==> src/rtl/emg_pkg.sv <==
package emg_pkg;

    localparam int Window     = 1024;
    localparam int WinBits    = $clog2(Window);
    localparam int WinShift   = $clog2(Window);
    localparam int CalibCount = 4096;
    localparam int CalShift   = $clog2(CalibCount);
    localparam int CntBits    = $clog2(CalibCount + 1);

    localparam logic [25:0] VoltScale = 26'd55364813;
    localparam logic signed [18:0] NqA0 = 19'sd65464;
    localparam logic signed [18:0] NqA1 = -19'sd130135;
    localparam logic signed [18:0] NqA2 = 19'sd65464;
    localparam logic signed [18:0] NqB1 = 19'sd130115;
    localparam logic signed [18:0] NqB2 = -19'sd65372;
    localparam logic [23:0] RestReset     = 24'd117441;
    localparam logic [23:0] ContractReset = 24'd2516582;

    localparam logic [1:0] CfgNotch = 2'd0;
    localparam logic [1:0] CfgLpA   = 2'd1;
    localparam logic [1:0] CfgHpA   = 2'd2;
    localparam logic [1:0] CfgEnvA  = 2'd3;

    localparam logic [1:0] ActNone     = 2'd0;
    localparam logic [1:0] ActRest     = 2'd1;
    localparam logic [1:0] ActContract = 2'd2;

    typedef enum logic [3:0] {
        S_CLEAR, S_IDLE, S_LP, S_HP, S_N0, S_N1, S_N2, S_N3, S_N4,
        S_NR, S_SQ, S_RING, S_SQRT, S_ENV, S_CAL, S_OUT
    } t_state;

    function automatic logic signed [31:0] sat32(input logic signed [63:0] v);
        if (v > 64'sd2147483647) return 32'sh7fffffff;
        if (v < -64'sd2147483648) return 32'sh80000000;
        return v[31:0];
    endfunction

    // Round half up of v / 2^16 (arithmetic shift is floor).
    function automatic logic signed [63:0] rnd16(input logic signed [63:0] v);
        logic signed [63:0] b;
        b = v + 64'sd32768;
        return b >>> 16;
    endfunction

endpackage

==> src/rtl/emg_sqrt.sv <==
module emg_sqrt
    import emg_pkg::*;
(
    input  logic        i_clk,
    input  logic        i_rst_n,
    input  logic        i_start,
    input  logic [47:0] i_value,
    output logic        o_done,
    output logic [23:0] o_root
);
    logic [47:0] r_rem;
    logic [23:0] r_root;
    logic [4:0]  r_cnt;
    logic        r_busy;
    logic        r_done;
    logic [25:0] w_trial;
    logic [49:0] r_acc;
    logic [49:0] w_shift;
    logic [49:0] w_sub;

    // Restoring digit-by-digit root, one result bit per cycle.
    assign w_trial = {r_root, 2'b01};
    assign w_shift = {r_acc[47:0], r_rem[47:46]};
    assign w_sub   = w_shift - {24'd0, w_trial};

    always_ff @(posedge i_clk) begin
        if (!i_rst_n) begin
            r_busy <= 1'b0;
            r_done <= 1'b0;
        end else begin
            r_done <= 1'b0;
            if (i_start) begin
                r_busy <= 1'b1;
                r_cnt  <= 5'd0;
                r_rem  <= i_value;
                r_root <= 24'd0;
                r_acc  <= 50'd0;
            end else if (r_busy) begin
                r_rem <= {r_rem[45:0], 2'b00};
                if (!w_sub[49]) begin
                    r_acc  <= w_sub;
                    r_root <= {r_root[22:0], 1'b1};
                end else begin
                    r_acc  <= w_shift;
                    r_root <= {r_root[22:0], 1'b0};
                end
                r_cnt <= r_cnt + 5'd1;
                if (r_cnt == 5'd23) begin
                    r_busy <= 1'b0;
                    r_done <= 1'b1;
                end
            end
        end
    end

    assign o_done = r_done;
    assign o_root = r_root;
endmodule
==> config.mk <==
export PLATFORM = sky130hd
export DESIGN_NAME = emg_sqrt
export DESIGN_NICKNAME = d
export VERILOG_FILES = /design/src/rtl/emg_pkg.sv /design/src/rtl/emg_sqrt.sv
export SDC_FILE = /design/constraint.sdc
export NUM_CORES = 1
export LEC_CHECK = 0
export BUFFER_PORTS_ARGS = -buffer_cell sky130_fd_sc_hd__buf_2
export CORE_MARGIN = 2
export CORE_UTILIZATION = 60
export DETAILED_ROUTE_END_ITERATION = 10
export GPL_ROUTABILITY_DRIVEN = 0
export HOLD_SLACK_MARGIN = 0.12
export MAX_ROUTING_LAYER = met4
export PLACE_DENSITY = 0.81
export SETUP_SLACK_MARGIN = 0.05
export SLEW_MARGIN = 20
export SYNTH_ARGS = -nofsm -noshare
export SYNTH_HDL_FRONTEND = slang
export SYNTH_SLANG_ARGS = --single-unit
==> constraint.sdc <==
create_clock -name i_clk -period 6.1 [get_ports i_clk]
set_input_delay 1.22 -clock i_clk [delete_from_list [all_inputs] [get_ports i_clk]]
set_output_delay 1.22 -clock i_clk [all_outputs]
set_load 0.05 [all_outputs]
### Word-level counts from Yosys, hierarchy flattened

Index checks and enable logic that the tools add are counted.

| word-level totals | value |
|---|---|
| flip-flop bits (word level) | 127 |
| input port bits | 51 |
| output and inout port bits | 25 |
| word-level logic and storage cells | 25 |

| cells by class | value |
|---|---|
| add/sub/neg operators | 2 |
| eq/ne operators | 1 |
| muxes and demuxes | 11 |
| bitwise logic cells | 2 |
| reduce and logical (&&, ||, !) cells | 3 |

Operators by type and width:

| operator | number |
|---|---|
| $mux 48 | 4 |
| $sub 50x26->50 | 1 |
| $mux 24 | 1 |
| $add 5x1->5 const B | 1 |
| $eq 5x5->1 const B | 1 |
| $mux 1 | 5 |
| $mux 5 | 1 |
| $reduce_or 3->1 | 1 |
| $not 1->1 | 2 |
| $reduce_and 2->1 | 1 |
| $reduce_bool 2->1 | 1 |

### Logic depth before layout (Yosys ltp)

| logic depth | value |
|---|---|
| depth in word-level cells | 4 |
| depth in mapped cells | 14 |
| depth with buffers taken out | 10 |

### Worst setup path before layout

No wires, ideal clock.

| timing path | value |
|---|---|
| path kind | input port to flip-flop |
| from | input port i_start |
| to | register r_root[0] (netlist: o_root[0]), enable pin |
| setup time | 0.495 ns |
| arrival | 4.354 ns |
| data required time | 5.605 ns |
| setup slack | 1.251 ns |
| stages on the path | 2 |
| buffers on the path | 1 |
| cells stage by stage | clkbuf_1 o21a_1 |

| on the way | value |
|---|---|
| longest elaborated chain between the ends | 2 |

Ends and longest elaborated chain:

| what | line | text |
|---|---|---|
| start, declared | emg_sqrt.sv:6 | `input logic i_start,` |
| $reduce_bool 2->1 (no line) | n/a |  |
| $reduce_and 2->1 (no line) | n/a |  |
| end signal, assigned | emg_sqrt.sv:42 | `r_root <= {r_root[22:0], 1'b1};` |
| end signal, assigned | emg_sqrt.sv:45 | `r_root <= {r_root[22:0], 1'b0};` |
| end, declared | emg_sqrt.sv:12 | `logic [23:0] r_root;` |

No other way between the ends.
A chain may end at the register's enable or synchronous reset.

### Worst setup path in the final report

| timing path | value |
|---|---|
| from | register r_acc[5] |
| to | register r_acc[21] (data pin) |

| on the way | value |
|---|---|
| longest elaborated chain between the ends | 3 |

Ends and longest elaborated chain:

| what | line | text |
|---|---|---|
| start, declared | emg_sqrt.sv:17 | `logic [49:0] r_acc;` |
| start signal, assigned | emg_sqrt.sv:41 | `r_acc <= w_sub;` |
| start signal, assigned | emg_sqrt.sv:44 | `r_acc <= w_shift;` |
| $sub 50x26->50 | emg_sqrt.sv:24 | `assign w_sub = w_shift - {24'd0, w_trial};` |
| $mux 48 | emg_sqrt.sv:40 | `if (!w_sub[49]) begin` |
| $mux 48 | emg_sqrt.sv:38 | `end else if (r_busy) begin` |

No other way between the ends. The select of a mux whose other input is x is not followed.

==> metrics.yaml <==
setup_path:
  arrival_ps: 4100
  slowest_delay_ps: 830
  cp_slowest_cell: "xor2_4"
  regToRegEndpoint: "r_acc[21]"
  path_max_fanout: 45
  reg2reg_depth: 9
  endpoint_kind: "register"
  crit_chain: "ha_1 -> nand4_1 -> or4_1 -> a31oi_1 -> o21ai_2 -> xor2_4 -> buf_4 -> nand2_1 -> a21oi_1"
  worstPathRequired_ps: 6360
  criticalPathCategory: "reg -> reg"
  r2r_slack_ps: 2260
  reg2reg_from: "r_acc[5]"
  startpoint_type: "register"
sta:
  post-route-period-util_pct: 63.0
  finClkSkew_ps: 9.34
  maxSlewHeadroom_pct: 32.7
  setup_viol: 0
  clock.fmax_mhz: 260
  hold_slack_ps: 501
  hold_viol: 0
  slew_viol_final: 0
  rsz0062_at_grt: "false"
  fin_setup_tns_ps: 0
  tightestPinTransition_ps: 1010
  period_minus_slack_ps: 3840
drt:
  wl_per_cell_um: 16.6
  drt-total-wl_um: 14900
  dr.pass1.iters: 7
  vias: 5428
  vias_per_cell: 6.03
  drc: 0
  antenna_left: 0
  drtIter0Drc: 485
floorplanning:
  num_io_pins: 76
  dieWidth_um: 114
  dieHeight_um: 114
  rows: 40
  core_um2: 11900
  die_area_um2: 13000
  start_util_pct: 61.0
synthesis:
  ys_seq_elements: 127
  synthCells: 673
  yosysSeqAreaShare_pct: 52.2
  synth_edf_count: 125
  synthesis.area_um2: 7260
  synth-main-ff-cell: "edfxtp_1"
  synth.distinct_cells: 59
  avgSynthCellArea_um2: 10.8
  syn_nets: 750
  synthArstFlopShare_pct: 0
  synth_warnings: 0
global_routing:
  gr-total-overflow: 0
  grt_start_max_net_pins: 110
  grt_pass1_wl_um: 24700
  grt_pass1_vias: 5338
  grt_antenna_before_repair: 0
  grt_use_total_pct: 24.7
cts:
  clk_latency_ps: 430
  cts_sinks: 127
  clk_pin_slew_ps: 60
  post_cts_buffers: 0
  cts_tree: "yes"
  cts_buffers: 17
  ctsLongestPathBuffers: 2
  root_buffer: "clkbuf_16"
  ctsHoldBuffers: 0
  cts-resized-gates: 0
  h-tree-depth: 4
placement:
  placed_cell_area_um2: 7740
  post-place-cells: 868
  io_buffers: 75
  hpwl_um: 9920
cells_and_area:
  final_common_cell: "edfxtp_1"
  final_cells: 900
  area_growth_pct: 14.2
  drive_gt1_share_pct: 23.1
  fin_nets: 817
  finish.instance_area_um2: 8300
  antenna_cells: 0
  mostFrequentLayoutCells: "edfxtp_1, buf_2, nand2_1"
  fillers: 843
run:
  cap_violations: 0
power_and_ir_drop:
  power_density_nw_per_um2: 295
  leakagePower_nw: 3.15
  worst_ir_drop_vdd_mv: 0.225
  p_total_mw: 2.45
outcome:
  status: "complete, no violations"
min_path:
  hold_depth: 1
  min_to: "o_done"
  hold_class: "reg -> reg"
  min_from: "r_busy"
## worst max-delay path by stage
stage	from	slack, ps	cells past startpoint	end
2_1_floorplan	i_start	1250	2	o_root[0]
3_3_place_gp	r_acc[0]	2550	9	r_acc[38]
3_5_place_dp	o_root[1]	2340	11	r_acc[19]
4_1_cts	r_acc[5]	2290	9	r_acc[21]
5_1_grt	o_root[8]	1980	10	r_acc[21]
6_report	r_acc[5]	2260	9	r_acc[21]
## synth_stat cells (9+ instances only)
library cell / count / share of area (%)
a21oi_1: 62 / 4.3
or4_1: 10 / 1.0
edfxtp_1: 125 / 52
mux2_2: 54 / 8.4
xor2_1: 9 / 1.1
nand4_1: 12 / 1.0
nand3_1: 12 / 0.83
ha_1: 26 / 4.5
o21ai_0: 20 / 1.4
inv_1: 34 / 1.8
nor3_1: 10 / 0.69
nand2_1: 70 / 3.6
nor2_1: 64 / 3.3
xnor2_1: 18 / 2.2
nor2b_1: 16 / 1.4
clkbuf_1: 16 / 0.83
## critical path: cells and delay by family (launching register included)
| kind | cells | cell delay [ps] |
|---|---|---|
| buf+inv | 1 | 370 |
| compound gates | 3 | 730 |
| xor+xnor | 1 | 830 |
| simple gates | 3 | 880 |
| fa+ha+maj | 1 | 430 |
| flops | 1 | 420 |
## per-stage QoR
stage	setup slack [ps]	utilization [%]
after floorplan	1250	-
after global placement	2550	64.9
after detailed placement	2340	64.9
after CTS	2290	69.6
after global routing	1980	69.7
final	2260	69.7
## state kept, by name, summed over array words and instances (netlist names)
signal and count:
r_cnt 5, o_root 24, r_rem 48, r_busy 1
r_acc 48, o_done 1
## kinds of logic (layout without fill, tap and decap cells)
group / after synthesis / count (layout) / share of synthesized area [%]
compound gates: 134 / 134 / 11.2
fa+ha+maj: 26 / 26 / 4.48
simple gates: 238 / 238 / 16.2
flops: 127 / 127 / 52.2
buf+inv: 65 / 145 / 3.91
mux: 55 / 55 / 8.53
xor+xnor: 28 / 28 / 3.48
## routing by layer
metal | vias up | global-route usage [%] | wire length (um)
li1 | 2613 | - | -
met1 | 2617 | 30.6 | 6550
met2 | 171 | 38.8 | 7320
met3 | 27 | 6.22 | 751
met4 | 0 | 10.5 | 274
met5 | - | - | 0
## power by group
group | total [mW] | leakage [nW] | internal (mW) | switching, mW
Combinational | 0.420 | 1.67 | 0.162 | 0.258
Clock | 0.956 | 0.255 | 0.570 | 0.386
Sequential | 1.07 | 1.23 | 1.04 | 0.0333
## cell type report
class	count	area, um^2	area share [%]
flip-flops and latches	127	3790	45.7
multi-input cells	481	3220	38.8
clock buffers	20	447	5.38
repair buffers	79	412	4.96
well taps	147	184	2.22
inverters	34	128	1.54
clock inverters	12	111	1.34
Note: power is estimated with default switching activity, not from simulation.
